==> src/hdl/plrt_pkg.sv <==
// Shared types and constants of the per-label reduction table.
// Used by every module of the block; depends on nothing.
package plrt_pkg;

  // Capacity and value width of the accumulator store
  localparam int MAX_LABELS  = 1024;
  localparam int VALUE_WIDTH = 32;

  // Fixed field widths of the ports
  localparam int PIXEL_W    = 32;
  localparam int LABEL_W    = 16;
  localparam int OP_W       = 2;
  localparam int MODE_W     = 2;
  localparam int CNT_W      = 11;
  localparam int CFG_IDX_W  = 1;
  localparam int CFG_DATA_W = 11;

  // Derived widths
  localparam int IDX_W   = (MAX_LABELS > 1) ? $clog2(MAX_LABELS) : 1;
  localparam int MAXC_W  = $clog2(MAX_LABELS + 1);
  localparam int LIM_W   = (CNT_W > MAXC_W) ? CNT_W : MAXC_W;
  localparam int CMP_W   = (LIM_W > LABEL_W) ? LIM_W : LABEL_W;

  // Epoch tags kept next to each entry; tag 0 is never a live epoch
  localparam int EPOCH_W = 8;
  localparam logic [EPOCH_W-1:0] EPOCH_FIRST = EPOCH_W'(1);
  localparam logic [EPOCH_W-1:0] EPOCH_LAST  = {EPOCH_W{1'b1}};
  localparam logic [IDX_W-1:0]   IDX_LAST    = IDX_W'(MAX_LABELS - 1);

  // Queue depths
  localparam int CMDQ_DEPTH = 4;
  localparam int CMDQ_PTR_W = $clog2(CMDQ_DEPTH);
  localparam int CMDQ_CNT_W = $clog2(CMDQ_DEPTH + 1);
  localparam int RESQ_DEPTH = 4;
  localparam int RESQ_PTR_W = $clog2(RESQ_DEPTH);
  localparam int RESQ_CNT_W = $clog2(RESQ_DEPTH + 1);

  typedef enum logic [OP_W-1:0] {
    OP_CLEAR = 2'd0,
    OP_ACCUM = 2'd1,
    OP_READ  = 2'd2,
    OP_NOP   = 2'd3
  } op_t;

  typedef enum logic [MODE_W-1:0] {
    MODE_SUM = 2'd0,
    MODE_MAX = 2'd1,
    MODE_MIN = 2'd2,
    MODE_OR  = 2'd3
  } mode_t;

  typedef enum logic [CFG_IDX_W-1:0] {
    CFG_REDUCE_MODE = 1'b0,
    CFG_LABEL_COUNT = 1'b1
  } cfg_idx_t;

  // Classified item handed from front to back
  typedef struct packed {
    op_t                    op;
    logic                   in_range;
    logic [IDX_W-1:0]       idx;
    logic [VALUE_WIDTH-1:0] px;
  } cmd_t;

  // One result beat
  typedef struct packed {
    logic [PIXEL_W-1:0] read_value;
    logic               label_in_range;
  } res_t;

  // One word of the accumulator store
  typedef struct packed {
    logic [EPOCH_W-1:0]     tag;
    logic [VALUE_WIDTH-1:0] val;
  } entry_t;

endpackage

==> src/hdl/plrt_resq.sv <==
// Result queue: holds finished result beats until the consumer pops them.
// Depends on plrt_pkg.
module plrt_resq (
  input  logic                            clk,
  input  logic                            rst_n,
  input  logic                            res_push,
  input  plrt_pkg::res_t                  res,
  input  logic                            out_pop,
  output logic                            out_empty,
  output plrt_pkg::res_t                  head,
  output logic [plrt_pkg::RESQ_CNT_W-1:0] cnt
);
  import plrt_pkg::*;

  res_t                  q_r [RESQ_DEPTH];
  logic [RESQ_PTR_W-1:0] wr_ptr_r, wr_ptr_nxt;
  logic [RESQ_PTR_W-1:0] rd_ptr_r, rd_ptr_nxt;
  logic [RESQ_CNT_W-1:0] cnt_r, cnt_nxt;
  logic                  rd_en;

  assign out_empty = (cnt_r == '0);
  assign rd_en     = out_pop && !out_empty;
  assign head      = q_r[rd_ptr_r];
  assign cnt       = cnt_r;

  // pointers and fill count; the back end never pushes into a full queue
  always_comb begin
    wr_ptr_nxt = wr_ptr_r;
    rd_ptr_nxt = rd_ptr_r;
    cnt_nxt    = cnt_r;
    if (res_push) begin
      wr_ptr_nxt = (wr_ptr_r == RESQ_PTR_W'(RESQ_DEPTH - 1)) ? '0 : wr_ptr_r + 1'b1;
    end
    if (rd_en) begin
      rd_ptr_nxt = (rd_ptr_r == RESQ_PTR_W'(RESQ_DEPTH - 1)) ? '0 : rd_ptr_r + 1'b1;
    end
    if (res_push && !rd_en) begin
      cnt_nxt = cnt_r + 1'b1;
    end else if (!res_push && rd_en) begin
      cnt_nxt = cnt_r - 1'b1;
    end
  end

  always_ff @(posedge clk) begin
    if (!rst_n) begin
      wr_ptr_r <= '0;
      rd_ptr_r <= '0;
      cnt_r    <= '0;
    end else begin
      wr_ptr_r <= wr_ptr_nxt;
      rd_ptr_r <= rd_ptr_nxt;
      cnt_r    <= cnt_nxt;
    end
  end

  always_ff @(posedge clk) begin
    if (res_push) begin
      q_r[wr_ptr_r] <= res;
    end
  end

endmodule

==> config.mk <==
export PLATFORM = sky130hd
export DESIGN_NAME = plrt_resq
export DESIGN_NICKNAME = d
export VERILOG_FILES = /design/src/hdl/plrt_pkg.sv /design/src/hdl/plrt_resq.sv
export SDC_FILE = /design/constraint.sdc
export NUM_CORES = 1
export LEC_CHECK = 0
export BUFFER_PORTS_ARGS = -buffer_cell sky130_fd_sc_hd__buf_2
export CAP_MARGIN = 10
export CORE_MARGIN = 4
export CORE_UTILIZATION = 45
export CTS_CLUSTER_SIZE = 14
export DETAILED_ROUTE_END_ITERATION = 7
export GPL_TIMING_DRIVEN = 1
export PLACE_DENSITY = 0.65
export SLEW_MARGIN = 20
export SYNTH_ARGS = -nofsm -noshare
export SYNTH_HDL_FRONTEND = slang
export SYNTH_SLANG_ARGS = --single-unit
==> constraint.sdc <==
create_clock -name clk -period 2.4 [get_ports clk]
set_input_delay 0.72 -clock clk [delete_from_list [all_inputs] [get_ports clk]]
set_output_delay 0.72 -clock clk [all_outputs]
set_load 0.02 [all_outputs]
* Yosys cells after proc, flatten, opt, wreduce, memory -nomap -nowiden
Memories as Yosys holds them, arrays and structs flattened. A register that Yosys moved wholly into a read port is not among the register bits.
Cells that the tools add are included.
** Word-level totals
- Flip-flop bits (word level) :: 7
- RAM bits :: 132
- Output and inout bits :: 37
- Memories kept :: 1
** Memories
- q_r :: words 4, width 33, read ports 1, clocked after Yosys merged registers in 1, write ports 1, RTL line plrt_resq.sv:15 : res_t q_r [RESQ_DEPTH];
** Operators by class
- Add/subtract/negate cells :: 4
- Equal/unequal tests :: 2
- Mux-type cells :: 8
- Reduce and logical (&&, ||, !) cells :: 8
** Operators by type and width (number)
- $mux 2 :: 4
- $mux 3 :: 2
- $add 2x1->2 const B :: 2
- $eq 2x2->1 const B :: 2
- $add 3x1->3 const B :: 1
- $logic_and 1x1->1 :: 3
- $logic_not 1->1 :: 3
- $logic_not 3->1 :: 1
- $sub 3x1->3 const B :: 1
- $mux 1 :: 2
- $reduce_bool 2->1 :: 1

* Logic depth before layout (Yosys ltp)
Gate-level depths: netlist (run 1).
- Depth in word-level cells :: 6
- Gate-level depth with buffers :: 7

* Least setup slack after synthesis (run 1)
Ideal clock, no wire load.
- Path type :: register -> register
- From :: reg cnt_r[0] (netlist: cnt[0])
- To :: reg cnt_r[2] (netlist: cnt[2])
- Arrival time :: 2116 ps
- Required time :: 2324 ps
- Path slack :: 209 ps
- Cell stages (with the launch flop) :: 8
- Path buffers :: 0
- Clock period less this slack :: 2191 ps
- Cells stage by stage :: dfxtp_1 -> o31ai_1 -> ha_1 -> inv_1 -> fa_1 -> xor2_1 -> or3_1 -> a21boi_0
** Between the ends
- Longest elaborated chain between the ends :: 6
- Elaborated cells on any way between the ends :: 11
- Those cells by class :: add/sub (2); mux (2); reduce/logical (7)
** Ends and longest elaborated chain
- start, declared :: RTL line plrt_resq.sv:18 : logic [RESQ_CNT_W-1:0] cnt_r, cnt_nxt;
- start signal, assigned :: RTL line plrt_resq.sv:52 : cnt_r <= cnt_nxt;
- parallel branches: the longest is 6 deep, another holds $sub 3x1->3
Several ways; the timed one is not identified. The select of a mux whose other input is x is not followed.
A chain may end at the register's enable or synchronous reset.

==> results of run 1 <==
state kept, by name (all words and copies together), names as in the netlist, named ones only:
| name | cells |
|---|---|
| cnt | 3 |
| rd_ptr_r | 2 |
| q_r | 132 |
| wr_ptr_r | 2 |
kinds of logic after synthesis:
group / count (synthesis) / share of synthesized area, %
flip-flops: 141 / 78.8
multiplexers: 36 / 14.9
AND/OR/NAND/NOR: 16 / 1.64
buffers and inverters: 11 / 1.93
adder cells (fa/ha/maj): 7 / 1.81
AO/OA/AOI/OAI: 5 / 0.571
XOR/XNOR: 2 / 0.333
power groups by stage:
stage	sequential (µW)	clock [µW]	combinational, µW
after floorplan	2960	0	1080
after global placement	2950	0	1470
after detailed placement	2960	0	1500
after CTS	2920	2310	1610
after global routing	2950	2430	1870
final	2930	2250	1750
cells in the mapped netlist (all sizes together):
cell    number  area [µm²]
nor3         1        5.00
inv          3        11.3
mux4        33         754
fa           1        20.0
xnor2        1        8.76
buf          7        86.3
o31ai        1        7.51
clkbuf       1        3.75
a21boi       1        7.51
ha           6        75.1
o21ai        3        15.0
xor2         1        8.76
mux2i        3        30.0
nand3        2        10.0
dfxtp        9         180
or3          1        6.26
and2         5        31.3
nor2         2        7.51
edfxtp     132        3960
nand2        2        7.51
nor2b        3        18.8
worst reg2reg max path, stage by stage, from the launching register on:
cell and delay (ns):
dfxtp_1 0.36, o31ai_1 0.37, ha_1 0.26, inv_1 0.06, fa_1 0.38, xor2_1 0.18
or3_1 0.31, a21boi_0 0.16
stage by stage:
| stage | setup slack (ns) | total power [µW] | hold WS [ns] |
|---|---|---|---|
| 6_report | -0.0253 | 6920 | 0.522 |
| 5_1_grt | -0.0825 | 7240 | 0.514 |
| 4_1_cts | -0.0973 | 6850 | 0.507 |
| 3_3_place_gp | 0.161 | 4420 | 0.499 |
| 2_1_floorplan | 0.209 | 4040 | 0.478 |
| 3_5_place_dp | 0.0699 | 4460 | 0.517 |
final timing paths:
check | from | to | slack (ns) | cells past startpoint
worst min register to register | cnt[2] | cnt[2] | 0.52 | 2
worst max-delay path | flip-flop | head[0] | -0.03 | 3
worst min-delay path | res[10] | q_r[3][10] | 0.52 | 1
worst max register to register | cnt[0] | cnt[2] | 0.24 | 7
cell usage in the layout (no fill, tap or decap), types with 4 or more instances in the layout:
cell,n
clkbuf_16,18
clkinv_1,7
buf_4,9
dfxtp_1,7
ha_1,6
buf_6,24
and2_2,4
edfxtp_1,132
buf_2,49
mux4_2,33
metal layers:
metal  GRT usage, %  routed length [µm]  vias up
met5              0                   0        -
met4           6.26                 138        0
met3           5.23                 483        9
met2           23.2                4630       67
met1           17.6                3630     1259
li1               -                   -     1102
timing repair:
action	4_1_cts	5_1_grt
resized for setup	19	34
gates cloned	1	1
setup endpoints to repair	32	31
final cells by class:
cell class,instances,area share (%)
Multi-Input combinational cell,66,15.4
Sequential cell,141,63.3
Timing Repair Buffer,87,10.6
Clock buffer,18,6.55
Tap cell,143,2.73
Clock inverter,12,1.24
Inverter,3,0.172
==> results.toml, run 1 <==
[floorplanning]
dieArea_um2 = 13500
initial_core_util_pct = 46.1
die_h_um = 116
ioPinCount = 74
core_um2 = 11400
die_w_um = 116
rows = 39

[route]
dr_total_vias = 2437
ant_nets = 0
vias_per_cell = 5.19
wire_per_inst_um = 18.9
wirelength_um = 8880
drc = 0
drt-initial-drc-count = 106
firstDrtPassIters = 4

[layout]
drive_gt1_share_pct = 45.3
stdcell_count = 470
regArea_um2 = 4150
post-route-util_pct = 57.4
syn_to_final_growth_pct = 24.6
multi_input_area_um2 = 1010
finalNetCount = 360
finalInstanceArea_um2 = 6550
filler_cell_count = 875
n_antenna_cell = 0

[global_routing]
grt_overflow = 0
grt_pass1_vias = 2567
grt_usage_pct = 14.4
grt_max_degree = 34
antenna_found_initial = 0
grt_pass1_wl_um = 13800

[clocking]
clkSlewWorstSetupHoldPaths_ns = 0.05
holdBufCountCts = 0
cts_tree = "yes"
numCtsBuffers = 17
clock-sinks = 141
clockBufferDepth = 2
clock_latency_ns = 0.41
h-tree-depth = 4
cts_setup_buffers = 0
cts-root-buf = "clkbuf_16"

[pwr]
power.internal_uw = 5140
p_per_area_nw_per_um2 = 1060
seqPwrFrac_pct = 42.3
p_leak_uw = 0.00227
ir_drop_uv = 610
p_clk_share_pct = 32.5
p_sw_share_pct = 25.8
power_frac_comb_pct = 25.2
netSwitchingPower_uw = 1790

[sta]
rsz0062_at_grt = "true"
worst_pin_slew_ns = 0.349
finalHoldViolCount = 0
post-route-min-period_ns = 2.43
setup-violations-final = 16
clock.fmax_ghz = 0.412
finalMaxSlewViolations = 0
clock_skew_ns = 0.00985
slew_headroom_pct = 76.5
final.setup.worst_slack_ns = -0.0253
tns_ns = -0.158
fin_crit_sh_pct = 101

[yosys]
seq_area_frac_synth_pct = 78.8
netlist_area_um2 = 5260
synth_nets = 262
synth-seq-cells = 141
synth_cell_type_count = 24
ys_warn_count = 0
synthCells = 218
postSynthAreaPerCell_um2 = 24.1

[critical_path]
cp_max_fo = 9
path_delay_family = "multiplexers"
arrival_ns = 1.71
crit_path_end_kind = "output pin"
crit_chain = "buf_12 -> mux4_2 -> buf_2"
startpoint_type = "flip-flop"
critPathMaxStageDelay_ns = 0.52
worst-path-buf-inv = 2
slowest_stage = "mux4_2"
cp.required_ns = 1.68
path_class = "flip-flop to output pin"

[worst_hold_path]
hp-class = "input port to flip-flop"

[place]
post_dp_cell_area_um2 = 5850
portBuffers = 73
place_inst = 438
routabilityCongestion = 0.684
hpwl_um = 5450

[run]
maxCapViolations = 0

[outcome]
failed_checks = "negative setup slack"
status = "complete, but fails checks"
Power figures use the tool's default switching activity.
==> run 2: changes to the inputs <==
CTS_BUF_LIST = sky130_fd_sc_hd__clkbuf_2   (was not set)
==> run 2 against run 1 <==
The flow still finishes with violations (negative setup slack); clock skew increased by 0.011 ns; maximum frequency decreased by 8.5%; global-route usage increased by 0.18 points; worst setup slack got worse by 0.23 ns; largest cell class unchanged.
==> results.toml, run 2 (synthesized netlist as in run 1, its figures left out) <==
[route]
drc = 0
wirelength_um = 8770
vias_per_cell = 5.11
wire_per_inst_um = 18.7
ant_nets = 0
dr_total_vias = 2401
firstDrtPassIters = 4
drt-initial-drc-count = 101

[sta]
final.setup.worst_slack_ns = -0.250
post-route-min-period_ns = 2.65
clock_skew_ns = 0.0212
tns_ns = -7.14
fin_crit_sh_pct = 110
slew_headroom_pct = 72.5
whs_ns = 0.267
finalHoldViolCount = 0
rsz0062_at_grt = "true"
setup-violations-final = 33
clock.fmax_ghz = 0.377
finalMaxSlewViolations = 0
worst_pin_slew_ns = 0.413

[layout]
multi_input_area_um2 = 1010
final_cell_mix = "edfxtp_1 (132), buf_2 (47), mux4_2 (33)"
finalNetCount = 360
largest_register_ffs = 132
n_antenna_cell = 0
filler_cell_count = 930
finalInstanceArea_um2 = 6210
largest-register = "q_r"
regArea_um2 = 4150
syn_to_final_growth_pct = 18.2
final_common_cell = "edfxtp_1"
drive_gt1_share_pct = 45.6

[floorplanning]
rows = 39
core_um2 = 11400
die_h_um = 116
ioPinCount = 74
dieArea_um2 = 13500
initial_core_util_pct = 46.1
die_w_um = 116

[place]
post_dp_cell_area_um2 = 5850
hpwl_um = 5450
portBuffers = 73
routabilityCongestion = 0.684

[global_routing]
grt_pass1_vias = 2594
grt_max_degree = 34
grt_usage_pct = 14.5
grt_overflow = 0
grt_pass1_wl_um = 13900
antenna_found_initial = 0

[pwr]
power.internal_uw = 4090
p_per_area_nw_per_um2 = 925
power_frac_comb_pct = 30.5
ir_drop_uv = 523
p_sw_share_pct = 28.9
p_clk_share_pct = 18.7
netSwitchingPower_uw = 1660
seqPwrFrac_pct = 50.7
p_leak_uw = 0.00214

[critical_path]
crit_path_end_kind = "output pin"
arrival_ns = 1.93
startpoint_type = "flip-flop"
cp.required_ns = 1.68
path_class = "flip-flop to output pin"
cp_max_fo = 9

[clocking]
clkSlewWorstSetupHoldPaths_ns = 0.20
cts-root-buf = "clkbuf_2"
cts_tree = "yes"
clock_latency_ns = 0.65
clock-sinks = 141
clockBufferDepth = 2
h-tree-depth = 4
numCtsBuffers = 17

[outcome]
failed_checks = "negative setup slack"
status = "complete, but fails checks"

[run]
maxCapViolations = 0

[worst_hold_path]
hp-class = "input port to flip-flop"
-- run 2: changes by cell type in the layout (fill, tap and decap cells not counted) --
cell       delta
clkbuf_16    -18
clkbuf_2     +18
buf_12        +2
buf_2         -2
buf_6         +2
buf_16        -1
clkbuf_1      -1
-- run 2: final timing paths --
kind,slack [ns],start,depth (start not counted),to
worst max-delay path,-0.25,flip-flop,3,head[0]
worst min-delay path,0.27,res[14],1,q_r[0][14]
worst max register to register,0.22,cnt[1],7,cnt[2]
worst min register to register,0.54,cnt[2],2,cnt[2]
-- run 2: area by class of cell --
cell class,instances,area share (%)
Sequential cell,141,66.8
Tap cell,143,2.88
Timing Repair Buffer,87,11.2
Inverter,3,0.181
Clock inverter,12,1.31
Clock buffer,18,1.45
Multi-Input combinational cell,66,16.2
-- run 2: power groups by stage --
stage | sequential (µW) | combinational [µW] | clock, µW
6_report | 2910 | 1750 | 1080
5_1_grt | 2930 | 1880 | 1260
4_1_cts | 2920 | 1870 | 1130
3_5_place_dp | 2960 | 1500 | 0
3_3_place_gp | 2950 | 1470 | 0
2_1_floorplan | 2960 | 1080 | 0
-- run 2: worst max-delay path, cell delays in order, from the launching register on --
cell	delay, ns
dfxtp_4	0.44
buf_12	0.16
mux4_2	0.52
buf_2	0.18
-- run 2: stage by stage --
stage	instances	total power [µW]	utilization [%]	setup WS, ns
floorplan	218	4040	-	0.209
global placement	438	4420	51.2	0.161
detailed placement	438	4460	51.2	0.0699
CTS	472	5910	54.7	-0.416
global route	470	6070	54.4	-0.412
finish	470	5740	54.4	-0.250
-- run 2: per-layer routing --
layer	track usage, %	vias up	routed length, µm
met1	17.9	1234	3570
met4	5.80	0	88
li1	-	1103	-
met3	5.60	6	505
met2	23.4	58	4610
met5	0	-	0
-- run 2: timing repair --
action / in CTS / in global routing
cloned: 2 / 0
setup buffers: 2 / 0
gates resized for setup: 52 / 6
pin swaps: 0 / 0
setup endpoints to repair: 33 / 33
hold buffers: 0 / 0
==> run 3: changes to the inputs <==
CORE_UTILIZATION = 59   (was 45)
PLACE_DENSITY = 0.82   (was 0.65)
SLEW_MARGIN = 15   (was 20)
clock period = 2.9 ns   (was 2.4 ns; I/O delays follow)
==> run 3 against run 2 <==
Largest power group unchanged; global-route usage rose by 3.7 points; largest cell class unchanged; sequential power decreased by 16%; utilization increased by 18 points; the run now ends clean; critical path depth unchanged; critical path type unchanged.
==> results.toml, run 3 (synthesized netlist as in run 1, its figures left out) <==
[outcome]
status = "finished clean"

[critical_path]
r2r_setup_slack_ns = 0.54
arrival_ns = 1.95
path_delay_family = "multiplexers"
path_class = "flip-flop to output pin"
crit_path_end_kind = "output pin"
critPathMaxStageDelay_ns = 0.50
worst-path-buf-inv = 2
cp_max_fo = 10
startpoint_type = "flip-flop"
cp.required_ns = 2.03
crit_chain = "buf_16 -> mux4_2 -> buf_2"
slowest_stage = "mux4_2"

[clocking]
holdBufCountCts = 0
clock-sinks = 141
clkSlewWorstSetupHoldPaths_ns = 0.21
cts_setup_buffers = 0
clockBufferDepth = 2
clock_latency_ns = 0.63
cts-root-buf = "clkbuf_2"
numCtsBuffers = 17
h-tree-depth = 4
cts_tree = "yes"

[global_routing]
antenna_found_initial = 0
grt_overflow = 0
grt_pass1_vias = 2479
grt_usage_pct = 18.2
grt_max_degree = 34
grt_pass1_wl_um = 13500

[place]
place_inst = 398
hpwl_um = 5380
portBuffers = 73
routabilityCongestion = 0.702
place_ws_ns = 0.298

[route]
drt-initial-drc-count = 65
drc = 0
wirelength_um = 8960
ant_nets = 0
vias_per_cell = 5.61
wire_per_inst_um = 20.7
firstDrtPassIters = 4
dr_total_vias = 2428

[layout]
largest-register = "q_r"
final_cell_mix = "edfxtp_1 (132), buf_2 (51), mux4_2 (33)"
finalNetCount = 356
drive_gt1_share_pct = 47.4
syn_to_final_growth_pct = 19.5
final_common_cell = "edfxtp_1"
n_antenna_cell = 0
filler_cell_count = 541
stdcell_count = 433
largest_register_ffs = 132

[pwr]
ir_drop_uv = 539
p_leak_uw = 0.00218
p_per_area_nw_per_um2 = 815
finalPower_uw = 5120

[sta]
whs_ns = 0.433
final.setup.worst_slack_ns = 0.0766
rsz0062_at_grt = "true"
fin_crit_sh_pct = 97.4
post-route-min-period_ns = 2.82
tns_ns = 0
clock_skew_ns = 0.0264
slew_headroom_pct = 64.2
finalHoldViolCount = 0
clock.fmax_ghz = 0.354
worst_pin_slew_ns = 0.533
setup-violations-final = 0
finalMaxSlewViolations = 0

[floorplanning]
die_h_um = 102
dieArea_um2 = 10500
core_um2 = 8680
initial_core_util_pct = 60.6
rows = 34
ioPinCount = 74
die_w_um = 102

[worst_hold_path]
hp-class = "input port to flip-flop"

[run]
maxCapViolations = 0
## run 3: cell types whose count changed in the layout (fill, tap and decap cells not counted), sizes merged
cell,before,now
inv,3,4
bufinv,1,4
clkinvlp,2,3
clkbuf,18,20
clkinv,9,6
buf,87,81
## run 3: what timing repair did
action	in CTS	in global routing
endpoints found under the hold margin	0	0
setup endpoints to repair	33	33
cloned	1	2
pin swaps	0	0
gates resized for setup	9	48
## run 3: worst paths after layout
kind,cells after the start,startpoint,endpoint
min reg2reg,2,rd_ptr_r[1],flip-flop
min,1,res[11],q_r[2][11]
max,3,flip-flop,head[15]
max reg2reg,7,cnt[0],cnt[2]
## run 3: power breakdown
| group | internal, µW | switching [µW] |
|---|---|---|
| registers | 2350 | 93.7 |
| clock network | 571 | 674 |
| logic | 763 | 671 |
## run 3: per-layer routing
metal  track usage (%)  vias to the layer above  part of all wire [%]
li1                  -                     1105                     -
met5                 0                        -                     0
met4              6.66                        0                  0.96
met3              6.48                        6                   5.8
met2              29.7                       72                    54
met1              22.8                     1245                    39
## run 3: metrics by stage
step	utilization (%)	area (µm²)
after floorplan	-	5260
after global placement	66.5	5770
after detailed placement	66.5	5770
after CTS	70.4	6110
after global routing	72.4	6280
final	72.4	6280
## run 3: final cells by class
type	instances	area [µm²]	share of cell area, %
Inverter	3	11.3	0.179
Tap cell	108	135	2.15
Sequential cell	141	4150	66.1
Clock buffer	18	90.1	1.43
Multi-Input combinational cell	66	1010	16.0
Timing Repair Buffer	83	696	11.1
Clock inverter	14	193	3.07
