### config.mk
export PLATFORM = sky130hd
export DESIGN_NAME = plrt_front
export DESIGN_NICKNAME = d
export VERILOG_FILES = /design/src/hdl/plrt_pkg.sv /design/src/hdl/plrt_front.sv
export SDC_FILE = /design/constraint.sdc
export NUM_CORES = 1
export LEC_CHECK = 0
export BUFFER_PORTS_ARGS = -buffer_cell sky130_fd_sc_hd__buf_2
export CELL_PAD_IN_SITES_DETAIL_PLACEMENT = 1
export CELL_PAD_IN_SITES_GLOBAL_PLACEMENT = 1
export CORE_MARGIN = 3
export CORE_UTILIZATION = 40
export CTS_BUF_LIST = sky130_fd_sc_hd__clkbuf_2
export DETAILED_ROUTE_END_ITERATION = 10
export PLACE_DENSITY = 0.67
export SLEW_MARGIN = 10
export SYNTH_ARGS = -nofsm -noshare
export SYNTH_HDL_FRONTEND = slang
export SYNTH_SLANG_ARGS = --single-unit
### constraint.sdc
create_clock -name clk -period 3 [get_ports clk]
set_input_delay 0.15 -clock clk [delete_from_list [all_inputs] [get_ports clk]]
set_output_delay 0.15 -clock clk [all_outputs]
set_load 0.02 [all_outputs]
### src/hdl/plrt_pkg.sv
// Shared types and constants of the per-label reduction table.
// Used by every module of the block; depends on nothing.
package plrt_pkg;

  // Capacity and value width of the accumulator store
  localparam int MAX_LABELS  = 1024;
  localparam int VALUE_WIDTH = 32;

  // Fixed field widths of the ports
  localparam int PIXEL_W    = 32;
  localparam int LABEL_W    = 16;
  localparam int OP_W       = 2;
  localparam int MODE_W     = 2;
  localparam int CNT_W      = 11;
  localparam int CFG_IDX_W  = 1;
  localparam int CFG_DATA_W = 11;

  // Derived widths
  localparam int IDX_W   = (MAX_LABELS > 1) ? $clog2(MAX_LABELS) : 1;
  localparam int MAXC_W  = $clog2(MAX_LABELS + 1);
  localparam int LIM_W   = (CNT_W > MAXC_W) ? CNT_W : MAXC_W;
  localparam int CMP_W   = (LIM_W > LABEL_W) ? LIM_W : LABEL_W;

  // Epoch tags kept next to each entry; tag 0 is never a live epoch
  localparam int EPOCH_W = 8;
  localparam logic [EPOCH_W-1:0] EPOCH_FIRST = EPOCH_W'(1);
  localparam logic [EPOCH_W-1:0] EPOCH_LAST  = {EPOCH_W{1'b1}};
  localparam logic [IDX_W-1:0]   IDX_LAST    = IDX_W'(MAX_LABELS - 1);

  // Queue depths
  localparam int CMDQ_DEPTH = 4;
  localparam int CMDQ_PTR_W = $clog2(CMDQ_DEPTH);
  localparam int CMDQ_CNT_W = $clog2(CMDQ_DEPTH + 1);
  localparam int RESQ_DEPTH = 4;
  localparam int RESQ_PTR_W = $clog2(RESQ_DEPTH);
  localparam int RESQ_CNT_W = $clog2(RESQ_DEPTH + 1);

  typedef enum logic [OP_W-1:0] {
    OP_CLEAR = 2'd0,
    OP_ACCUM = 2'd1,
    OP_READ  = 2'd2,
    OP_NOP   = 2'd3
  } op_t;

  typedef enum logic [MODE_W-1:0] {
    MODE_SUM = 2'd0,
    MODE_MAX = 2'd1,
    MODE_MIN = 2'd2,
    MODE_OR  = 2'd3
  } mode_t;

  typedef enum logic [CFG_IDX_W-1:0] {
    CFG_REDUCE_MODE = 1'b0,
    CFG_LABEL_COUNT = 1'b1
  } cfg_idx_t;

  // Classified item handed from front to back
  typedef struct packed {
    op_t                    op;
    logic                   in_range;
    logic [IDX_W-1:0]       idx;
    logic [VALUE_WIDTH-1:0] px;
  } cmd_t;

  // One result beat
  typedef struct packed {
    logic [PIXEL_W-1:0] read_value;
    logic               label_in_range;
  } res_t;

  // One word of the accumulator store
  typedef struct packed {
    logic [EPOCH_W-1:0]     tag;
    logic [VALUE_WIDTH-1:0] val;
  } entry_t;

endpackage

### src/hdl/plrt_front.sv
// Front end: accepts input beats, checks the label range, queues classified items.
// Depends on plrt_pkg.
module plrt_front (
  input  logic                                clk,
  input  logic                                rst_n,
  input  logic                                in_push,
  output logic                                in_full,
  input  logic [plrt_pkg::OP_W-1:0]           in_op,
  input  logic signed [plrt_pkg::PIXEL_W-1:0] in_pixel_value,
  input  logic signed [plrt_pkg::LABEL_W-1:0] in_region_label,
  input  logic [plrt_pkg::CNT_W-1:0]          label_count,
  input  logic                                hold,
  output logic                                cmd_valid,
  output plrt_pkg::cmd_t                      cmd,
  input  logic                                cmd_pop
);
  import plrt_pkg::*;

  logic [LIM_W-1:0]      cnt_ext;
  logic [LIM_W-1:0]      limit;
  cmd_t                  cls;
  logic                  wr_en;
  cmd_t                  q_r [CMDQ_DEPTH];
  logic [CMDQ_PTR_W-1:0] wr_ptr_r, wr_ptr_nxt;
  logic [CMDQ_PTR_W-1:0] rd_ptr_r, rd_ptr_nxt;
  logic [CMDQ_CNT_W-1:0] cnt_r, cnt_nxt;

  // effective count is the smaller of the register and the capacity
  assign cnt_ext = LIM_W'(label_count);
  assign limit   = (cnt_ext < LIM_W'(MAX_LABELS)) ? cnt_ext : LIM_W'(MAX_LABELS);

  // classify the incoming beat
  always_comb begin
    cls.op       = op_t'(in_op);
    cls.in_range = !in_region_label[LABEL_W-1] &&
                   (CMP_W'($unsigned(in_region_label)) < CMP_W'(limit));
    cls.idx      = in_region_label[IDX_W-1:0];
    cls.px       = VALUE_WIDTH'(in_pixel_value);
  end

  assign in_full   = (cnt_r == CMDQ_CNT_W'(CMDQ_DEPTH)) || hold;
  assign wr_en     = in_push && !in_full;
  assign cmd_valid = (cnt_r != '0);
  assign cmd       = q_r[rd_ptr_r];

  // pointer and count update
  always_comb begin
    wr_ptr_nxt = wr_ptr_r;
    rd_ptr_nxt = rd_ptr_r;
    cnt_nxt    = cnt_r;
    if (wr_en) begin
      wr_ptr_nxt = (wr_ptr_r == CMDQ_PTR_W'(CMDQ_DEPTH - 1)) ? '0 : wr_ptr_r + 1'b1;
    end
    if (cmd_pop) begin
      rd_ptr_nxt = (rd_ptr_r == CMDQ_PTR_W'(CMDQ_DEPTH - 1)) ? '0 : rd_ptr_r + 1'b1;
    end
    if (wr_en && !cmd_pop) begin
      cnt_nxt = cnt_r + 1'b1;
    end else if (!wr_en && cmd_pop) begin
      cnt_nxt = cnt_r - 1'b1;
    end
  end

  always_ff @(posedge clk) begin
    if (!rst_n) begin
      wr_ptr_r <= '0;
      rd_ptr_r <= '0;
      cnt_r    <= '0;
    end else begin
      wr_ptr_r <= wr_ptr_nxt;
      rd_ptr_r <= rd_ptr_nxt;
      cnt_r    <= cnt_nxt;
    end
  end

  // queue storage
  always_ff @(posedge clk) begin
    if (wr_en) begin
      q_r[wr_ptr_r] <= cls;
    end
  end

endmodule

# Word-level counts from Yosys, hierarchy flattened
# Memories as Yosys holds them, arrays and structs flattened. A register that Yosys moved wholly into a read port is not among the register bits.
# Index checks and enable logic that the tools add are counted.
# op_classes
addsub	4
magnitude_cmp	2
eq_ne	3
mux	9
reduce_logical	11
# ops
operator	n
$lt A16 B11 Y1	1
$lt A11 B11 Y1 const B	1
$mux W11	1
$mux W2	4
$mux W3	2
$add A2 B1 Y2 const B	2
$eq A2 B2 Y1 const B	2
$logic_and A1 B1 Y1	4
$logic_not A1 Y1	4
$add A3 B1 Y3 const B	1
$eq A3 B3 Y1 const B	1
$reduce_bool A3 Y1	1
$sub A3 B1 Y3 const B	1
$mux W1	2
$reduce_bool A2 Y1	1
$logic_or A1 B1 Y1	1
# word_totals
mem_bits_rw	180
regBits	7
inputBits	66
elab_cells	33
memories	1
# memory_table
memory	words	width	read_ports	rd_clocked_by_memory_dff	write_ports	line	source
q_r	4	45	1	1	1	plrt_front.sv:23	cmd_t q_r [CMDQ_DEPTH];

# Logic depth before layout (Yosys ltp)
# Gate-level depths: netlist of the first run.
# depth
depth_word	8
depth_mapped	8

# Worst setup path after synthesis of the first run
# Ideal clock, no wire load.
# synth_timing
path_type	register to register
start	register cnt_r[0]
end	memory q_r[3][0] (netlist name), enable pin
required_time_ns	2.593
period_less_slack_ns	2.374
stages_incl_launch_ff	4
n_path_buf	0
path_slack_ns	0.626
arrival_time_ns	1.967
path_cell_list	dfxtp_1 > nor2_1 > a211oi_4 > and2_1
# synth_via
elab_chain_cells	6
# synth_rtl
element	line	source
start: declaration	plrt_front.sv:26	logic [CMDQ_CNT_W-1:0] cnt_r, cnt_nxt;
start signal: assignment	plrt_front.sv:72	cnt_r <= cnt_nxt;
$eq A3 B3 Y1	plrt_front.sv:41	assign in_full = (cnt_r == CMDQ_CNT_W'(CMDQ_DEPTH)) || hold;
$logic_or A1 B1 Y1	plrt_front.sv:41	
$logic_not A1 Y1	plrt_front.sv:42	assign wr_en = in_push && !in_full;
$logic_and A1 B1 Y1	plrt_front.sv:42	
net wr_en	plrt_front.sv:22	logic wr_en;
$mux W1	plrt_front.sv:78	if (wr_en) begin
$mux W1 (implied by the code)	plrt_front.sv:79	q_r[wr_ptr_r] <= cls;
end: declaration	plrt_front.sv:23	
# The timed path passes the listed nets, and every way through them passes these cells.

==> flow_metrics.env, run 1 <==
export IMPL_status="finished clean"
export IMPL_finalPower_uw=4895
export IMPL_synth_compound_area_share_pct=1.280
export IMPL_yosysTopAreaCellShare_pct=74.73
export IMPL_drt_total_wl_um=14560
export IMPL_cts_path_max_buffers=2
export IMPL_track_usage_pct=15.22
export IMPL_vias_per_cell=5.024
export IMPL_cp_cell_sequence="buf_12 -> mux4_2 -> buf_2"
export IMPL_final_max_slew_viol_count=0
export IMPL_rsz0062_at_grt="false"
export IMPL_grt_max_degree=29
export IMPL_whs_path_depth=4
export IMPL_rr_startpoint="cnt_r[0]"
export IMPL_synthSimpleGateAreaFrac_pct=2.526
export IMPL_chipHeight_um=140.5
export IMPL_synth_ff_type="edfxtp_1"
export IMPL_ff2ff_path_depth=8
export IMPL_min_period_ns=2.543
export IMPL_power_density_mw_per_mm2=547.9
export IMPL_start_util_pct=41.39
export IMPL_dp_cells=655
export IMPL_cts_buffers=17
export IMPL_fin_nets=585
export IMPL_period_share_pct=84.77
export IMPL_htreeDepth=4
export IMPL_clk_latency_ns=0.72
export IMPL_synthAdderAreaFrac_pct=3.044
export IMPL_min_delay_path_class="in -> reg"
export IMPL_cts_resized_gates=0
export IMPL_gp_congestion=0.7413
export IMPL_synth_top_cell_by_area="edfxtp_1"
export IMPL_setup_tns_ns=0
export IMPL_synth_area_mux_share_pct=14.56
export IMPL_crit_arrival_ns=2.39
export IMPL_hp_start="in_region_label[10]"
export IMPL_cts_sinks=189
export IMPL_worst_setup_path_start_kind="register"
export IMPL_dieArea_mm2=0.01973
export IMPL_relSlewSlack_pct=52.21
export IMPL_r2r_slack_ns=0.74
export IMPL_fillers=1629
export IMPL_clkTransAtPathRegs_ns=0.26
export IMPL_maxCapViolCount=0
export IMPL_routedWlPerCell_um=19.64
export IMPL_synth_cells=319
export IMPL_layout_drive_gt1_share_pct=40.39
export IMPL_ys_seq_elements=189
export IMPL_rows=48
export IMPL_drtIter0Drc=197
export IMPL_synth_seq_area_share_pct=77.22
export IMPL_post_route_drc_count=0
export IMPL_mappedNetlistArea_mm2=0.007233
export IMPL_tritoncts="built"
export IMPL_reg2reg_to="cnt_r[2]"
export IMPL_core_mm2=0.01748
export IMPL_cp_endpoint="cmd[24]"
export IMPL_antenna_found_initial=1
export IMPL_yosys_warnings=0
export IMPL_grt_pass1_vias=4041
export IMPL_ioPinCount=113
export IMPL_max_stage_delay_ns=0.86
export IMPL_critical_path_class="reg -> out"
export IMPL_fin_skew_ns=0.03371
export IMPL_p_leak_uw=0.003106
export IMPL_fmax_ghz=0.3932
export IMPL_ys_top_cells_by_area="edfxtp_1, mux4_2, ha_1, dfxtp_1, mux2i_1"
export IMPL_synth_xor_area_share_pct=0.2422
export IMPL_syn_nets=402
export IMPL_grt_pass1_wl_um=22580
export IMPL_area_delta_synth_final_pct=23.53
export IMPL_die_w_um=140.5
export IMPL_vias=3723
export IMPL_ant_nets=0
export IMPL_grt_overflow=0
export IMPL_cts_root_buf="clkbuf_2"
export IMPL_synth_cell_types=33
export IMPL_hpwlAfterDp_um=9408
export IMPL_fin_cells=741
export IMPL_synth_edf_count=180
export IMPL_peakVddDrop_mv=0.2306
export IMPL_synth_area_per_cell_um2=22.67
export IMPL_crit_fanout=26
export IMPL_required_ns=2.85
export IMPL_synth_top_family_by_area="multiplexers"
export IMPL_finalHoldViolCount=0
export IMPL_port_buffers=112
export IMPL_synthArstFlopShare_pct=0
export IMPL_drt_pass1_iter_count=4
export IMPL_slowest_stage="dfxtp_2"
export IMPL_tightest_slew_ns=0.7168
export IMPL_setup_violations_final=0
export IMPL_critPathCaptureType="output port"
kinds of logic (layout without fill, tap and decap cells):
kind of cell,Yosys count,after routing
AOI/OAI and AO/OA,13,13
xor gates and xnor gates,2,2
adders and majority gates,17,17
buffers and inverters,17,213
DFF,189,189
muxes,49,49
other,0,1
and+or+nand+nor,32,32
critical path: cells and delay by family, from the launching register on:
kind | cells | cell delay [ns]
buffers and inverters | 2 | 0.45
flip-flops | 1 | 0.86
multiplexers | 1 | 0.36
Yosys cell counts, types with 2 or more instances:
cell / count
dfxtp_1: 9
nor2b_1: 5
edfxtp_1: 180
mux4_2: 45
a21oi_1: 3
buf_4: 4
buf_1: 4
mux2i_1: 4
nand2_1: 10
o21ai_0: 4
inv_1: 6
or3_1: 2
and2_1: 5
nor2_1: 4
ha_1: 16
metal layers:
layer	vias to the layer above	global-route usage (%)	share of wire, %
li1	1687	-	-
met1	1918	19.21	42
met2	111	25.81	52
met3	7	3.995	5.7
met4	0	4.895	0.82
met5	-	0	0
layout by cell type, fill, tap and decap left out, drive strengths merged, types with 9 or more instances in the layout:
master	synthesis	final
dlygate4sd3	0	52
edfxtp	180	180
ha	16	16
nand2	10	10
clkbuf	1	17
mux4	45	45
clkinv	1	10
buf	9	122
dfxtp	9	9
inv	6	10
metrics by stage:
stage	utilization, %	instance area, um^2	hold WS, ns	setup WS (ns)
floorplan	-	7233	0.2489	0.6256
global placement	46.62	8148	0.3620	0.8126
detailed placement	46.62	8148	0.3676	0.6572
CTS	51.00	8912	0.001029	0.1280
global route	51.12	8935	0.006765	0.1679
finish	51.12	8935	0.1150	0.4570
registers in the layout (all words and copies together), names as in the netlist, named ones only:
signal    cells
rd_ptr_r      2
wr_ptr_r      2
cnt_r         3
q_r         180
area by class of cell:
class                      instances  area, um^2  share of cell area [%]
antenna                            1       2.502                 0.02801
clock buffer                      17       85.08                  0.9522
clock inverter                    15       158.9                   1.778
inverter                           7       26.28                  0.2941
multi-input combinational        113        1572                   17.59
sequential                       189        5590                   62.57
tap                              225       281.5                   3.151
timing repair buffer             174        1219                   13.64
timing repair:
action / in CTS / in global routing
buffers inserted: 0 / 1
hold buffers: 52 / 0
hold endpoints to repair: 189 / 0
endpoints found under the setup margin: 0 / 1
report_power, final:
group / switching, uW / internal (uW) / total [uW]
logic: 345 / 303 / 648
clock network: 886 / 331 / 1220
registers: 52.2 / 2980 / 3030
total: 1280 / 3610 / 4900
how the worst min path moves through the flow:
stage            endpoint  slack [ns]
2_1_floorplan   q_r[0][0]        0.25
3_3_place_gp   q_r[0][44]        0.36
3_5_place_dp    q_r[2][2]        0.37
4_1_cts        q_r[2][42]       0.001
5_1_grt        q_r[1][42]       0.007
6_report       q_r[3][42]        0.11
(Power assumes the default switching activity.)
==> run 2, diff against run 1 <==
--- a/config.mk
+++ b/config.mk
@@ -12,7 +12,7 @@
 export CORE_UTILIZATION = 40
 export CTS_BUF_LIST = sky130_fd_sc_hd__clkbuf_2
 export DETAILED_ROUTE_END_ITERATION = 10
-export PLACE_DENSITY = 0.67
+export PLACE_DENSITY = 0.69
 export SLEW_MARGIN = 10
 export SYNTH_ARGS = -nofsm -noshare
 export SYNTH_HDL_FRONTEND = slang
==> constraint.sdc (replaced) <==
create_clock -name clk -period 2.11 [get_ports clk]
set_input_delay 0.1055 -clock clk [delete_from_list [all_inputs] [get_ports clk]]
set_output_delay 0.1055 -clock clk [all_outputs]
set_load 0.02 [all_outputs]
==> flow_metrics.env, run 2 (synthesis results as in run 1) <==
export IMPL_cp_top_family="multiplexers"
export IMPL_post_route_drc_count=0
export IMPL_grt_pass1_vias=4159
export IMPL_vias=3778
export IMPL_start_util_pct=41.39
export IMPL_hp_start="label_count[3]"
export IMPL_worst_setup_path_start_kind="register"
export IMPL_dieArea_mm2=0.01973
export IMPL_crit_arrival_ns=2.14
export IMPL_setup_violations_final=45
export IMPL_reg_top3="q_r x180, cnt_r x3"
export IMPL_status="complete, but fails checks"
export IMPL_routedWlPerCell_um=19.51
export IMPL_hpwlAfterDp_um=8822
export IMPL_die_w_um=140.5
export IMPL_antenna_found_initial=1
export IMPL_relSlewSlack_pct=68.03
export IMPL_ant_nets=0
export IMPL_slowest_stage="mux4_2"
export IMPL_fin_nets=598
export IMPL_drt_pass1_iter_count=4
export IMPL_fin_cells=752
export IMPL_cts_sinks=189
export IMPL_clkTransAtPathRegs_ns=0.25
export IMPL_min_delay_path_class="in -> reg"
export IMPL_layout_drive_gt1_share_pct=42.02
export IMPL_hold_ws_ns=0.07147
export IMPL_htreeDepth=4
export IMPL_violations="negative setup slack"
export IMPL_max_stage_delay_ns=0.51
export IMPL_maxCapViolCount=0
export IMPL_p_sw_uw=1740
export IMPL_dp_cells=658
export IMPL_ioPinCount=113
export IMPL_cts_root_buf="clkbuf_2"
export IMPL_track_usage_pct=15.42
export IMPL_cp_cell_sequence="buf_12 -> buf_16 -> mux4_2 -> buf_6"
export IMPL_p_int_uw=5320
export IMPL_rr_startpoint="cnt_r[1]"
export IMPL_fin_ws_ns=-0.1375
export IMPL_fmax_ghz=0.4449
export IMPL_tritoncts="built"
export IMPL_tightest_slew_ns=0.4796
export IMPL_r2r_slack_ns=0.14
export IMPL_pwr_share_comb_pct=15.2
export IMPL_vias_per_cell=5.024
export IMPL_finalHoldViolCount=0
export IMPL_grt_pass1_wl_um=22920
export IMPL_switching_share_pct=24.64
export IMPL_drt_total_wl_um=14670
export IMPL_grt_max_degree=46
export IMPL_peakVddDrop_mv=0.2841
export IMPL_setup_tns_ns=-4.047
export IMPL_period_share_pct=106.5
export IMPL_chipHeight_um=140.5
export IMPL_critical_path_class="reg -> out"
export IMPL_grt_overflow=0
export IMPL_drtIter0Drc=170
export IMPL_final_common_cell="edfxtp_1"
export IMPL_fillers=1596
export IMPL_cts_buffers=17
export IMPL_seq_power_share_pct=60.7
export IMPL_critPathCaptureType="output port"
export IMPL_core_mm2=0.01748
export IMPL_port_buffers=112
export IMPL_largest_reg_flops=180
export IMPL_critPathBufInv=3
export IMPL_crit_fanout=6
export IMPL_required_ns=2.00
export IMPL_area_delta_synth_final_pct=28.46
export IMPL_rsz0062_at_grt="true"
export IMPL_regMostFlops="q_r"
export IMPL_clk_latency_ns=0.73
export IMPL_p_leak_uw=0.003230
export IMPL_rows=48
export IMPL_final_cell_mix="edfxtp_1, buf_2, dlygate4sd3_1"
export IMPL_fin_skew_ns=0.02253
export IMPL_power_density_mw_per_mm2=759.8
export IMPL_gp_congestion=0.7716
export IMPL_cts_path_max_buffers=2
export IMPL_final_max_slew_viol_count=0
export IMPL_power_frac_clock_pct=24.1
export IMPL_min_period_ns=2.248
==> run 2: metal layers <==
| layer | vias to the layer above | wire (um) | track usage [%] |
|---|---|---|---|
| li1 | 1717 | - | - |
| met1 | 1964 | 6087 | 18.64 |
| met2 | 82 | 7898 | 26.97 |
| met3 | 15 | 494 | 3.141 |
| met4 | 0 | 193 | 6.425 |
| met5 | - | 0 | 0 |
==> run 2: worst min-delay path, delay by kind of cell <==
| family | cells | cell delay [ns] |
|---|---|---|
| compound gates | 2 | 0.30 |
| fa+ha+maj | 1 | 0.11 |
| buf+inv | 1 | 0.10 |
| simple gates | 1 | 0.06 |
==> run 2: path summary, 6_finish.rpt <==
| check | end | cells after the start |
|---|---|---|
| worst min-delay path | q_r[2][42] | 5 |
| worst min register to register | register | 2 |
| worst max register to register | cnt_r[2] | 8 |
| worst max-delay path | cmd[16] | 4 |
==> run 2: power by group through the flow <==
stage               clock network (uW)  registers, uW  logic [uW]
global placement                     0           4350         868
CTS                               1780           4280        1060
floorplan                            0           4350         544
global route                      1910           4300        1160
detailed placement                   0           4360         897
finish                            1700           4290        1070
==> run 2: area by class of cell <==
type	instances	area [um^2]	area share [%]
flip-flops and latches	189	5595	60.22
repair buffers	187	1584	17.05
multi-input cells	113	1579	16.99
well taps	225	281.5	3.030
clock inverters	10	118.9	1.279
clock buffers	20	100.1	1.077
inverters	7	30.03	0.3232
diodes	1	2.502	0.02693
==> run 2: stage by stage <==
step / power [uW] / area [um^2] / util (%) / setup slack, ns
after detailed placement: 5261 / 8233 / 47.11 / 0.003334
after global placement: 5220 / 8233 / 47.11 / 0.1408
after CTS: 7119 / 9189 / 52.58 / -0.2627
after global routing: 7377 / 9291 / 53.16 / -0.3161
final: 7060 / 9291 / 53.16 / -0.1375
after floorplan: 4895 / 7238 / - / 0.03123
==> run 2: timing repair <==
action | in CTS | in global routing
buffers inserted | 3 | 0
pin swaps | 0 | 3
hold endpoints to repair | 189 | 7
cloned | 2 | 1
resized for setup | 30 | 23
hold buffers | 56 | 2
endpoints found under the setup margin | 46 | 50
==> run 3, diff against run 2 <==
--- a/config.mk
+++ b/config.mk
@@ -12,7 +12,7 @@
 export CORE_UTILIZATION = 40
 export CTS_BUF_LIST = sky130_fd_sc_hd__clkbuf_2
 export DETAILED_ROUTE_END_ITERATION = 10
-export PLACE_DENSITY = 0.69
+export PLACE_DENSITY = 0.67
 export SLEW_MARGIN = 10
 export SYNTH_ARGS = -nofsm -noshare
 export SYNTH_HDL_FRONTEND = slang
==> constraint.sdc (replaced) <==
create_clock -name clk -period 2.08 [get_ports clk]
set_input_delay 0.104 -clock clk [delete_from_list [all_inputs] [get_ports clk]]
set_output_delay 0.104 -clock clk [all_outputs]
set_load 0.02 [all_outputs]
==> flow_metrics.env, run 3 (synthesis results as in run 1) <==
export IMPL_fin_nets=604
export IMPL_status="complete, but fails checks"
export IMPL_track_usage_pct=16.12
export IMPL_worst_setup_path_start_kind="register"
export IMPL_final_max_slew_viol_count=0
export IMPL_finalPower_uw=7101
export IMPL_gp_congestion=0.7026
export IMPL_die_w_um=140.5
export IMPL_rr_startpoint="cnt_r[1]"
export IMPL_ff2ff_path_depth=8
export IMPL_fin_ws_ns=-0.1246
export IMPL_cts_sinks=189
export IMPL_critPathCaptureType="output port"
export IMPL_crit_arrival_ns=2.10
export IMPL_required_ns=1.98
export IMPL_tightest_slew_ns=0.4527
export IMPL_power_density_mw_per_mm2=753.7
export IMPL_layout_drive_gt1_share_pct=42.96
export IMPL_drt_pass1_iter_count=4
export IMPL_rows=48
export IMPL_critical_path_class="reg -> out"
export IMPL_grt_pass1_vias=4249
export IMPL_setup_tns_ns=-4.078
export IMPL_regMostFlops="q_r"
export IMPL_whs_path_depth=6
export IMPL_finalHoldViolCount=0
export IMPL_routedWlPerCell_um=20.04
export IMPL_fmax_ghz=0.4536
export IMPL_htreeDepth=4
export IMPL_port_buffers=112
export IMPL_fillers=1579
export IMPL_ioPinCount=113
export IMPL_vias=3826
export IMPL_grt_pass1_wl_um=23690
export IMPL_cts_buffers=17
export IMPL_grt_max_degree=32
export IMPL_chipHeight_um=140.5
export IMPL_vias_per_cell=5.041
export IMPL_largest_reg_flops=180
export IMPL_relSlewSlack_pct=69.82
export IMPL_clkTransAtPathRegs_ns=0.24
export IMPL_final_cell_mix="edfxtp_1, buf_2, dlygate4sd3_1"
export IMPL_r2r_slack_ns=0.11
export IMPL_min_period_ns=2.205
export IMPL_post_route_drc_count=0
export IMPL_cts_path_max_buffers=2
export IMPL_dieArea_mm2=0.01973
export IMPL_clk_latency_ns=0.72
export IMPL_start_util_pct=41.39
export IMPL_maxCapViolCount=0
export IMPL_min_delay_path_class="in -> reg"
export IMPL_crit_fanout=10
export IMPL_reg2reg_to="cnt_r[2]"
export IMPL_core_mm2=0.01748
export IMPL_grt_overflow=0
export IMPL_reg_top3="q_r x180, cnt_r x3"
export IMPL_tritoncts="built"
export IMPL_rsz0062_at_grt="true"
export IMPL_setup_violations_final=46
export IMPL_p_leak_uw=0.003293
export IMPL_hp_start="in_push"
export IMPL_drtIter0Drc=218
export IMPL_antenna_found_initial=1
export IMPL_cts_root_buf="clkbuf_2"
export IMPL_hold_end="cnt_r[2]"
export IMPL_postLayoutCoreUtil_pct=53.91
export IMPL_violations="negative setup slack"
export IMPL_hpwlAfterDp_um=9515
export IMPL_peakVddDrop_mv=0.3018
export IMPL_period_share_pct=106.0
export IMPL_final_common_cell="edfxtp_1"
export IMPL_fin_skew_ns=0.03878
export IMPL_area_delta_synth_final_pct=30.25
export IMPL_ant_nets=0
export IMPL_drt_total_wl_um=15210
run 3: cell count changes in the layout (fill, tap and decap cells not counted), moves of 2 or more:
cell / previous run / this run
buf_12: 10 / 13
dlygate4sd3_1: 57 / 52
clkbuf_2: 20 / 18
clkinv_1: 0 / 5
buf_16: 2 / 4
buf_4: 4 / 12
buf_6: 22 / 30
clkinvlp_4: 4 / 2
buf_2: 91 / 82
run 3: how the worst max path moves through the flow:
stage	endpoint	slack, ns	cells past startpoint
floorplan	cnt_r[2]	0.001	8
global placement	cnt_r[2]	0.11	8
detailed placement	cnt_r[2]	-0.16	8
CTS	cmd[12]	-0.24	4
global route	cmd[25]	-0.30	4
finish	cmd[5]	-0.12	4
run 3: final cells by class:
type	count	area (um^2)	area share, %
Tap cell	225	281.5	2.988
Clock buffer	18	90.09	0.9562
Clock inverter	13	101.3	1.076
Sequential cell	189	5598	59.42
Antenna cell	1	2.502	0.02656
Multi-Input combinational cell	113	1593	16.91
Timing Repair Buffer	193	1729	18.35
Inverter	7	26.28	0.2789
run 3: repair_timing:
| action | CTS | global route |
|---|---|---|
| gates cloned | 4 | 0 |
| endpoints found under the hold margin | 189 | 7 |
| hold buffers | 51 | 2 |
| buffers inserted | 7 | 4 |
| setup endpoints to repair | 46 | 48 |
| resized for setup | 65 | 13 |
| pin swaps | 2 | 4 |
run 3: layer usage:
metal,track usage [%],up-vias,wire length (um)
met5,0,-,0
met4,5.048,0,131
met3,4.165,9,697
met2,27.57,106,7956
met1,20.21,1984,6421
li1,-,1727,-
run 3: worst max-delay path, stage by stage, from the launching register on:
cell and delay (ns):
dfxtp_4 0.44, buf_12 0.12, buf_12 0.15, mux4_2 0.52, buf_2 0.18
run 3: through the flow:
step	instance area, um^2	cells	hold slack, ns	setup slack, ns
after global placement	8280	661	0.3150	0.1124
after detailed placement	8280	661	0.3229	-0.1612
after global routing	9422	759	0.004179	-0.3039
final	9422	759	0.08845	-0.1246
after floorplan	7238	319	0.2029	0.001226
after CTS	9358	754	0.003315	-0.2407
run 3: power breakdown:
| part | switching, uW | leakage [uW] | internal, uW |
|---|---|---|---|
| combinational | 569 | 0.00146 | 607 |
| sequential | 53.4 | 0.00171 | 4300 |
| clock | 1160 | 0.000120 | 413 |
| total | 1780 | 0.00329 | 5320 |
